<file path="src/hw/rtl/sfrd_pkg.sv">
// ----------------------------------------------------------------------------
// sfrd_pkg: shared types and constants of the serial frame receiver
// Holds the result codes, the configuration register map, the frame layout
// and the structs that pass between the receiver and its frame decoder.
// ----------------------------------------------------------------------------
package sfrd_pkg;

  localparam int FrameBytes  = 7;   // bytes 0..6 are kept; byte 7 is the footer
  localparam int CountWidth  = 3;
  localparam int SumBytes    = 6;   // the sum covers bytes 0..5

  localparam logic [7:0] HbCmd      = 8'hC0;
  localparam logic [7:0] HbOnes     = 8'hFF;
  localparam logic [7:0] HbZero     = 8'h00;
  localparam logic [7:0] WakeByte   = 8'h88;
  localparam logic [2:0] UnitMask   = 3'h7;
  localparam logic [4:0] TempOffset = 5'd16;

  typedef enum logic [3:0] {
    KIND_BAD_HEADER = 4'd0,
    KIND_BAD_FOOTER = 4'd1,
    KIND_BAD_SUM    = 4'd2,
    KIND_HEARTBEAT  = 4'd3,
    KIND_SWITCH     = 4'd4,
    KIND_AIRCON     = 4'd5,
    KIND_OTHER_ID   = 4'd6,
    KIND_TIME       = 4'd7,
    KIND_WAKEUP     = 4'd8,
    KIND_VOICE      = 4'd9,
    KIND_UNKNOWN    = 4'd10
  } kind_t;

  typedef enum logic [2:0] {
    CFG_HEADER   = 3'd0,
    CFG_FOOTER   = 3'd1,
    CFG_SWITCH   = 3'd2,
    CFG_AIRCON   = 3'd3,
    CFG_TIMESYNC = 3'd4,
    CFG_VOICE    = 3'd5,
    CFG_UNIT_ID  = 3'd6
  } cfg_reg_t;

  typedef logic [FrameBytes-1:0][7:0] frame_t;

  typedef struct packed {
    logic [7:0] header_byte;
    logic [7:0] footer_byte;
    logic [7:0] switch_code;
    logic [7:0] aircon_code;
    logic [7:0] timesync_code;
    logic [7:0] voice_code;
    logic [2:0] unit_id;
  } cfg_t;

  typedef struct packed {
    kind_t       kind;
    logic [7:0]  panel_num;
    logic [7:0]  lights_mask;
    logic        ac_power;
    logic [1:0]  ac_mode_bits;
    logic [1:0]  ac_fan_bits;
    logic [4:0]  target_temp;
    logic [4:0]  room_temp;
    logic [31:0] payload_word;
  } res_t;

endpackage

</file>
<file path="src/hw/rtl/serial_frame_receiver_decoder.sv">
// ----------------------------------------------------------------------------
// serial_frame_receiver_decoder: bus byte framer and message decoder
// Hunts for the header byte, collects an 8-byte frame, checks it and reports
// one decoded result per frame, or a bad-header result per stray byte.
// ----------------------------------------------------------------------------
// A frame's last byte or a stray byte has its result registered in the main
// register, or in the skid entry if that is full and not drained. Throughput:
// one byte per cycle while the skid entry is empty; the frame state is updated
// in one pass. A two-entry output buffer keeps the input open while one result
// waits. Reset (rst, synchronous, active high) returns to header hunting,
// empties the output buffer and clears all configuration registers to zero.
module serial_frame_receiver_decoder (
  input  logic        clk,
  input  logic        rst,

  // Configuration write channel.
  input  logic        cfg_valid,
  output logic        cfg_ready,
  input  logic [2:0]  cfg_index,
  input  logic [7:0]  cfg_data,

  // Received byte channel.
  input  logic        in_valid,
  output logic        in_ready,
  input  logic [7:0]  rx_byte,

  // Result channel.
  output logic        out_valid,
  input  logic        out_ready,
  output logic [3:0]  kind,
  output logic [7:0]  panel_num,
  output logic [7:0]  lights_mask,
  output logic        ac_power,
  output logic [1:0]  ac_mode_bits,
  output logic [1:0]  ac_fan_bits,
  output logic [4:0]  target_temp,
  output logic [4:0]  room_temp,
  output logic [31:0] payload_word
);

  // Configuration registers.
  sfrd_pkg::cfg_t cfg;

  // Frame collection state.
  logic                            in_frame;
  logic [sfrd_pkg::CountWidth-1:0] byte_count;
  sfrd_pkg::frame_t                frame_store;
  logic [7:0]                      running_sum;

  // Output buffer: a main result register and a skid entry behind it.
  sfrd_pkg::res_t out_res;
  sfrd_pkg::res_t skid_res;
  logic           skid_valid;

  logic           accept;
  logic           frame_end;
  logic           stray_byte;
  logic           push;
  logic           pop;
  sfrd_pkg::res_t dec_res;
  sfrd_pkg::res_t new_res;

  // Configuration writes are always taken. Indexes beyond the map are dropped.
  assign cfg_ready = 1'b1;

  always_ff @(posedge clk) begin
    if (rst) begin
      cfg <= '0;
    end else if (cfg_valid && cfg_ready) begin
      case (sfrd_pkg::cfg_reg_t'(cfg_index))
        sfrd_pkg::CFG_HEADER:   cfg.header_byte   <= cfg_data;
        sfrd_pkg::CFG_FOOTER:   cfg.footer_byte   <= cfg_data;
        sfrd_pkg::CFG_SWITCH:   cfg.switch_code   <= cfg_data;
        sfrd_pkg::CFG_AIRCON:   cfg.aircon_code   <= cfg_data;
        sfrd_pkg::CFG_TIMESYNC: cfg.timesync_code <= cfg_data;
        sfrd_pkg::CFG_VOICE:    cfg.voice_code    <= cfg_data;
        sfrd_pkg::CFG_UNIT_ID:  cfg.unit_id       <= cfg_data[2:0];
        default: ;
      endcase
    end
  end

  // The input stays open until the skid entry is occupied, so bytes that
  // produce no result keep flowing even while a result waits downstream.
  assign in_ready   = !skid_valid;
  assign accept     = in_valid && in_ready;
  assign frame_end  = in_frame && (byte_count == sfrd_pkg::CountWidth'(sfrd_pkg::FrameBytes));
  assign stray_byte = !in_frame && (rx_byte != cfg.header_byte);
  assign push       = accept && (frame_end || stray_byte);
  assign pop        = out_valid && out_ready;

  // Frame collection. A header value inside a frame is plain data; the
  // eighth byte always sends the receiver back to hunting.
  always_ff @(posedge clk) begin
    if (rst) begin
      in_frame    <= 1'b0;
      byte_count  <= '0;
      running_sum <= '0;
    end else if (accept) begin
      if (!in_frame) begin
        if (rx_byte == cfg.header_byte) begin
          in_frame    <= 1'b1;
          byte_count  <= sfrd_pkg::CountWidth'(1);
          running_sum <= rx_byte;
        end
      end else if (frame_end) begin
        in_frame   <= 1'b0;
        byte_count <= '0;
      end else begin
        byte_count <= byte_count + sfrd_pkg::CountWidth'(1);
        if (byte_count < sfrd_pkg::CountWidth'(sfrd_pkg::SumBytes)) begin
          running_sum <= running_sum + rx_byte;
        end
      end
    end
  end

  // Frame bytes are payload and need no reset; every frame writes bytes 0..6
  // before the decoder looks at them.
  always_ff @(posedge clk) begin
    if (accept) begin
      if (!in_frame) begin
        frame_store[0] <= rx_byte;
      end else if (!frame_end) begin
        frame_store[byte_count] <= rx_byte;
      end
    end
  end

  sfrd_decode u_decode (
    .frame       (frame_store),
    .last_byte   (rx_byte),
    .running_sum (running_sum),
    .cfg         (cfg),
    .res         (dec_res)
  );

  // A stray byte reports bad header with every other field zero.
  always_comb begin
    if (in_frame) begin
      new_res = dec_res;
    end else begin
      new_res      = '0;
      new_res.kind = sfrd_pkg::KIND_BAD_HEADER;
    end
  end

  // Output buffer control. The skid entry only fills when the main register
  // is full and not being drained; it refills the main register on the next
  // drain, while the input is held off.
  always_ff @(posedge clk) begin
    if (rst) begin
      out_valid  <= 1'b0;
      skid_valid <= 1'b0;
    end else if (skid_valid) begin
      if (pop) begin
        skid_valid <= 1'b0;
      end
    end else if (push) begin
      if (out_valid && !pop) begin
        skid_valid <= 1'b1;
      end else begin
        out_valid <= 1'b1;
      end
    end else if (pop) begin
      out_valid <= 1'b0;
    end
  end

  always_ff @(posedge clk) begin
    if (skid_valid) begin
      if (pop) begin
        out_res <= skid_res;
      end
    end else if (push) begin
      if (out_valid && !pop) begin
        skid_res <= new_res;
      end else begin
        out_res <= new_res;
      end
    end
  end

  assign kind         = out_res.kind;
  assign panel_num    = out_res.panel_num;
  assign lights_mask  = out_res.lights_mask;
  assign ac_power     = out_res.ac_power;
  assign ac_mode_bits = out_res.ac_mode_bits;
  assign ac_fan_bits  = out_res.ac_fan_bits;
  assign target_temp  = out_res.target_temp;
  assign room_temp    = out_res.room_temp;
  assign payload_word = out_res.payload_word;

  // The skid entry is only ever occupied behind a full main register.
  a_skid_behind_main: assert property (@(posedge clk) disable iff (rst)
    skid_valid |-> out_valid)
    else $error("skid entry valid while main result register is empty");

  // The byte counter is zero exactly while hunting for a header.
  a_count_matches_frame: assert property (@(posedge clk) disable iff (rst)
    in_frame == (byte_count != '0))
    else $error("byte counter disagrees with frame state");

  // The last byte of a frame always returns the receiver to hunting.
  a_frame_closes: assert property (@(posedge clk) disable iff (rst)
    (accept && frame_end) |=> !in_frame)
    else $error("receiver did not return to hunting after a frame");

  // A request that produces a result leaves a result waiting.
  a_result_held: assert property (@(posedge clk) disable iff (rst)
    push |=> out_valid)
    else $error("result lost after an accepted request");

endmodule

</file>
<file path="src/hw/rtl/sfrd_decode.sv">
// ----------------------------------------------------------------------------
// sfrd_decode: frame checker and classifier
// Checks header, footer and checksum of a complete frame and sorts a good
// frame into its message kind, extracting the fields that kind carries.
// ----------------------------------------------------------------------------
module sfrd_decode (
  input  sfrd_pkg::frame_t frame,
  input  logic [7:0]       last_byte,
  input  logic [7:0]       running_sum,
  input  sfrd_pkg::cfg_t   cfg,
  output sfrd_pkg::res_t   res
);

  logic [31:0] word;
  logic        is_heartbeat;
  logic        is_wakeup;

  assign word = {frame[2], frame[3], frame[4], frame[5]};

  assign is_heartbeat = (frame[1] == sfrd_pkg::HbCmd) && (frame[2] == sfrd_pkg::HbOnes) &&
                        (frame[3] == sfrd_pkg::HbOnes) && (frame[4] == sfrd_pkg::HbZero);

  assign is_wakeup = (frame[1] == sfrd_pkg::WakeByte) && (frame[2] == sfrd_pkg::WakeByte) &&
                     (frame[3] == sfrd_pkg::WakeByte) && (frame[4] == sfrd_pkg::WakeByte) &&
                     (frame[5] == sfrd_pkg::WakeByte);

  // First match wins, in the order the protocol defines.
  always_comb begin
    res = '0;
    if (frame[0] != cfg.header_byte || last_byte != cfg.footer_byte) begin
      res.kind = sfrd_pkg::KIND_BAD_FOOTER;
    end else if (frame[6] != running_sum) begin
      res.kind = sfrd_pkg::KIND_BAD_SUM;
    end else if (is_heartbeat) begin
      res.kind = sfrd_pkg::KIND_HEARTBEAT;
    end else if (frame[1] == cfg.switch_code) begin
      res.kind        = sfrd_pkg::KIND_SWITCH;
      res.panel_num   = frame[3];
      res.lights_mask = frame[5];
    end else if (frame[1] == cfg.aircon_code) begin
      if ((frame[4][2:0] & sfrd_pkg::UnitMask) != cfg.unit_id) begin
        res.kind = sfrd_pkg::KIND_OTHER_ID;
      end else begin
        res.kind         = sfrd_pkg::KIND_AIRCON;
        res.ac_power     = frame[4][7];
        res.ac_mode_bits = frame[4][6:5];
        res.ac_fan_bits  = frame[4][4:3];
        res.target_temp  = {1'b0, frame[5][7:4]} + sfrd_pkg::TempOffset;
        res.room_temp    = {1'b0, frame[5][3:0]} + sfrd_pkg::TempOffset;
      end
    end else if (frame[1] == cfg.timesync_code) begin
      res.kind         = sfrd_pkg::KIND_TIME;
      res.payload_word = word;
    end else if (is_wakeup) begin
      res.kind = sfrd_pkg::KIND_WAKEUP;
    end else if (frame[1] == cfg.voice_code) begin
      res.kind         = sfrd_pkg::KIND_VOICE;
      res.payload_word = word;
    end else begin
      res.kind = sfrd_pkg::KIND_UNKNOWN;
    end
  end

endmodule
</file>
<file path="config.mk">
export PLATFORM = sky130hd
export DESIGN_NAME = serial_frame_receiver_decoder
export DESIGN_NICKNAME = d
export VERILOG_FILES = /design/src/hw/rtl/sfrd_pkg.sv /design/src/hw/rtl/serial_frame_receiver_decoder.sv /design/src/hw/rtl/sfrd_decode.sv
export SDC_FILE = /design/constraint.sdc
export NUM_CORES = 1
export LEC_CHECK = 0
export BUFFER_PORTS_ARGS = -buffer_cell sky130_fd_sc_hd__buf_4
export CAP_MARGIN = 20
export CORE_MARGIN = 5
export CORE_UTILIZATION = 45
export CTS_CLUSTER_SIZE = 10
export DETAILED_ROUTE_END_ITERATION = 6
export MAX_ROUTING_LAYER = met4
export PLACE_DENSITY_LB_ADDON = 0.25
export SLEW_MARGIN = 15
export SYNTH_ARGS = -nofsm -noshare
export SYNTH_HDL_FRONTEND = slang
export SYNTH_SLANG_ARGS = --single-unit
</file>
<file path="constraint.sdc">
create_clock -name clk -period 10.65 [get_ports clk]
set_input_delay 2.13 -clock clk [delete_from_list [all_inputs] [get_ports clk]]
set_output_delay 2.13 -clock clk [all_outputs]
set_load 0.01 [all_outputs]
</file>
# After elaboration in Yosys (flattened, before gate mapping)
# Cells that the tools add are included.
# W data, S select, Z words.
dict set report classes {
  n_eq_ne 30
  n_mul 0
  bitwise_logic 2
  magnitude_cmp 3
  reduce_logical 38
  shifts 0
  add_sub_neg 4
  mux 47
  n_div 0
}
# op n
set ops {}
lappend ops {{$mux W67} 5}
lappend ops {{$mux W63} 3}
lappend ops {{$mux W32} 4}
lappend ops {{$eq A8 B8 Y1 const B} 8}
lappend ops {{$bwmux W56} 1}
lappend ops {{$mux W8} 7}
lappend ops {{$mux W47} 1}
lappend ops {{$eq A8 B8 Y1} 5}
lappend ops {{$ne A8 B8 Y1} 4}
lappend ops {{$mux W15} 2}
lappend ops {{$demux W8 S3} 1}
lappend ops {{$mux W4} 6}
lappend ops {{$reduce_and A2 Y1} 9}
lappend ops {{$mux W16} 1}
lappend ops {{$logic_and A1 B1 Y1} 14}
lappend ops {{$eq A3 B3 Y1 const B} 4}
lappend ops {{$reduce_and A3 Y1} 4}
lappend ops {{$add A4 B5 Y5 const B} 2}
lappend ops {{$mux W1} 10}
lappend ops {{$mux W3} 3}
lappend ops {{$add A8 B8 Y8} 1}
lappend ops {{$logic_not A8 Y1} 1}
lappend ops {{$eq A3 B2 Y1 const B} 2}
lappend ops {{$mux W2} 3}
lappend ops {{14 further kinds} 23}
dict set report totals {
  latchBits 0
  memories 0
  word_cells 161
  inputBits 24
  ff_bits 255
  mem_bits_rw 0
  mem_bits_ro 0
}

# Logic depth before layout (Yosys ltp)
dict set report depth {
  word_depth 16
  mapped_depth 9
  depth_no_buf 9
}

# By module
# From an unflattened synthesis, not the netlist that was laid out.
dict set report hier_totals {
  hier_cells 912
  hier_area_um2 11383.4
}
# module seq_area_each_um2 cells_per_inst n_inst area_each_um2
set by_module_without_submodules {}
lappend by_module_without_submodules {serial_frame_receiver_decoder 7006.7 719 1 9973.3}
lappend by_module_without_submodules {sfrd_decode 0.0 193 1 1410.1}

# Least setup slack after synthesis
# No wires, ideal clock.
dict set report synth_timing {
  path_type {input -> register}
  startpoint {input port rx_byte[7]}
  endpoint {register skid_res[0] in the netlist's numbering, enable pin}
  path_buffers 1
  cell_stages 6
  arrival_time_ns 7.231
  required_ns 10.079
  slack_ns 2.848
  cell_sequence {buf_2 > xor2_1 > nor4_1 > nand3_1 > nand3_1 > nor3_1}
}
dict set report synth_via {
  elab_chain_len 5
}
# element line_no
set synth_lines {}
lappend synth_lines {{from (decl)} serial_frame_receiver_decoder.sv:25} ;# input logic [7:0] rx_byte,
lappend synth_lines {{$ne A8 B8 Y1} serial_frame_receiver_decoder.sv:88} ;# assign stray_byte = !in_frame && (rx_byte != cfg.header_byte);
lappend synth_lines {{$logic_and A1 B1 Y1} serial_frame_receiver_decoder.sv:88}
lappend synth_lines {{$logic_or A1 B1 Y1} serial_frame_receiver_decoder.sv:89} ;# assign push = accept && (frame_end || stray_byte);
lappend synth_lines {{$logic_and A1 B1 Y1} serial_frame_receiver_decoder.sv:89}
lappend synth_lines {{$reduce_and A3 Y1 (no source line)} n/a}
lappend synth_lines {{to (signal assigned)} serial_frame_receiver_decoder.sv:177} ;# skid_res <= new_res;
lappend synth_lines {{to (decl)} serial_frame_receiver_decoder.sv:52} ;# sfrd_pkg::res_t skid_res;
# Every way passes these cells.
# A chain may end at the register's enable or synchronous reset.

==> key figures <==
Pwr
  • Worst VDD drop: 127.7 uV
  • PwrDens: 169.6 mW/mm2
  • Pwr Total: 0.002179 W
  • Leak Pwr: 4.656 nW

Clock tree
  • Worst-Skew Late Latency: 0.54 ns
  • CTS max path bufs: 3
  • CTS tree: built
  • Root buffer cell: clkbuf_16
  • Total setup buffers inserted after CTS: 0
  • Resized Gates After CTS: 0
  • H-tree depth: 1
  • Clock transition at path regs: 0.05 ns
  • CTS Hold Bufs: 0
  • TritonCTS buffer count: 29
  • Clock Sinks: 253

Timing
  • Max_slew headroom: 29.86%
  • RSZ-0062 raised after global routing: no
  • Max-slew violation count: 0
  • Actual slew at the worst max-slew pin: 1.043 ns
  • Final setup viols: 0
  • Final Hold Fails: 0
  • Hold slack: 0.4672 ns
  • Total Neg Setup Slack: 0 ns
  • FMAX: 218.7 MHz
  • Clock Skews: 0.02923 ns
  • Fin crit period: 4.572 ns
  • Period utilisation layout: 42.93%

Placement
  • Placer Congestion: 0.8285
  • Post-detail-place hpwl: 16300 um
  • Placed Area: 0.01200 mm2
  • Buffers on Ports: 92

Logic synthesis
  • Seq/Total Area, Yosys: 62.82%
  • Most area-consuming cells after synthesis: edfxtp_1, dfxtp_1, xor2_1
  • Synthesized area: 0.01106 mm2
  • Syn_area_per_cell: 11.88 um2
  • Synth top area share: 51.05%
  • Post-synth ARST share: 0%
  • Post-Synthesis Net Count: 965
  • Yosys warning count: 0
  • Top_reg_cell synth: edfxtp_1
  • Post-synth top area cell: edfxtp_1
  • EDFF count, synth: 188
  • Distinct cells, synth: 61
  • Post-synthesis register bit count: 253
  • Cells after Synth: 931

Floorplanning
  • DIE HEIGHT: 166.8 um
  • Core box area: 0.02425 mm2
  • I/O pin count: 94
  • Full die area: 0.02781 mm2
  • Placement Rows: 57
  • Initial Utilization: 45.60%
  • DIE WIDTH: 166.8 um

Routing
  • DRT Pass-1 Iters: 5
  • Post-Route WL: 24540 um
  • Routed vias/inst: 5.280
  • Remaining DRCs: 0
  • DRT antenna net count: 0
  • Avg WL per Cell: 18.11 um
  • Drt first-iter violations: 616
  • Detailed-route via count: 7154

Critical path
  • R2R cell count: 6
  • Slowest CP cell: and4_1
  • Crit-path cells: buf_4 > xor2_1 > nor4_1 > nand4_2 > nor3_4 > and4_1 > and2_1
  • RR Endpoint: skid_res[26]$_DFFE_PP_
  • CP max stage delay: 0.90 ns
  • WP data required: 11.05 ns
  • Startpoint types: primary input
  • Worst Setup End Kind: flip-flop
  • CP max FO: 32
  • Worst r2r src: frame_store[53]$_DFFE_PP_
  • Worst Setup Path Type: in -> reg
  • R2r setup slk: 7.36 ns
  • CP arrival: 4.97 ns

Global route
  • Largest net degree at the start of global routing: 73
  • Global Route Usage Sum: 17.94%
  • First-pass GRT wire length: 39120 um
  • Number of global-route vias before repair: 6884
  • Grt total ovfl: 0
  • Initial antenna violation count: 0

Final layout
  • Filler cells: 2121
  • # diodes: 0
  • Final core occ: 53.01%
  • Area Overhead vs Synth: 16.24%
  • Fin nets: 1044
  • Layout cells sized above 1: 16.00%
  • Design Area, Final: 0.01285 mm2

Hold path
  • Hold Path Origin: cfg[12]$_SDFFE_PP0P_
  • Worst hold path type: reg -> reg
  • Worst Hold Path EP: cfg[12]$_SDFFE_PP0P_
  • Worst hold path depth: 2

Flow run
  • # Max-Cap Violations: 0

Status
  • Outcome: finished clean
-- sequential cells by signal, summed over array words and instances (netlist names), 2 cells and up --
signal,cells
payload_word,32
lights_mask,8
frame_store,56
ac_fan_bits,2
skid_res,66
room_temp,4
target_temp,5
panel_num,8
kind,4
running_sum,8
ac_mode_bits,2
cfg,51
byte_count,3
-- worst max-delay path, delay by kind of cell --
kind / cells / cell delay, ns
simple gates: 5 / 2.50
xor+xnor: 1 / 0.15
buf+inv: 1 / 0.17
-- cell type report --
type	count	area [um2]	share of cell area, %
clock buffer	51	839.6	6.532
tap	324	405.4	3.154
timing repair buffer	99	740.7	5.763
clock inverter	1	8.758	0.06814
inverter	23	86.33	0.6717
sequential	253	6950	54.07
multi-input combinational	604	3822	29.74
-- cell families after synthesis --
kind of cell / Yosys count / share of synthesized area (%)
multiplexers: 36 / 3.451
adder cells (fa/ha/maj): 10 / 1.199
flip-flops: 253 / 62.82
buffers and inverters: 74 / 2.817
XOR/XNOR: 69 / 5.465
other: 1 / 0.03391
AND/OR/NAND/NOR: 355 / 16.08
AO/OA/AOI/OAI: 133 / 8.135
-- cell usage in the layout, fill, tap and decap left out, drive strengths merged, types with 2 or more instances in the layout --
cell type,instances
edfxtp,188
nand2,147
buf,99
xor2,67
dfxtp,65
and2,58
nor2,51
clkbuf,51
a21oi,50
o31ai,29
nand4,25
o21ai,24
inv,23
nor4,22
mux2i,19
mux2,17
nor3,14
nand3,10
ha,9
nand2b,7
a211oi,6
nor2b,5
o21a,5
nor4bb,3
o211ai,3
or4,2
a31oi,2
o41ai,2
and3,2
a22oi,2
a311oi,2
xnor2,2
-- synthesized netlist by cell type (3+ instances only) --
cell / count
edfxtp_1: 188
nand2_1: 147
xor2_1: 67
dfxtp_1: 65
and2_1: 58
nor2_1: 51
a21oi_1: 50
clkbuf_1: 38
nand4_1: 24
o31ai_1: 24
inv_1: 22
o21ai_0: 21
mux2i_1: 19
mux2_2: 17
nor4_1: 17
nor3_1: 13
nand3_1: 10
ha_1: 9
buf_2: 8
nand2b_1: 7
a211oi_1: 6
nor2b_1: 5
nor4_2: 5
o21a_1: 5
o31ai_4: 5
nor4bb_1: 3
o21ai_1: 3
-- per-stage QoR --
stage	std cells	setup WS [ns]
floorplan	931	2.848
global placement	1302	5.620
detailed placement	1302	5.511
CTS	1354	6.067
global route	1355	5.775
finish	1355	6.078
-- power by group --
part | leakage [nW] | internal (W) | switching, W | total [W]
Sequential | 2.18 | 0.00111 | 0.0000198 | 0.00113
Clock | 0.405 | 0.000527 | 0.000363 | 0.000891
Combinational | 2.07 | 0.0000674 | 0.0000962 | 0.000164
-- worst max-delay path by stage --
stage / end / slack, ns / startpoint
floorplan: skid_res[0]$_DFFE_PP_ / 2.85 / rx_byte[7]
global placement: skid_res[4]$_DFFE_PP_ / 5.62 / rx_byte[3]
detailed placement: skid_res[26]$_DFFE_PP_ / 5.51 / rx_byte[3]
CTS: skid_res[26]$_DFFE_PP_ / 6.07 / rx_byte[3]
global route: payload_word[1]$_DFFE_PP_ / 5.78 / rx_byte[2]
finish: skid_res[26]$_DFFE_PP_ / 6.08 / rx_byte[3]
-- metal layers --
metal  share of wire, %  global-route usage, %  vias to the layer above
li1                   -                      -                     3500
met1                 47                  25.57                     3439
met2                 46                  27.60                      180
met3                4.8                  2.773                       35
met5                  0                      -                        -
met4                1.8                  3.771                        0
Power figures use the tool's default switching activity.
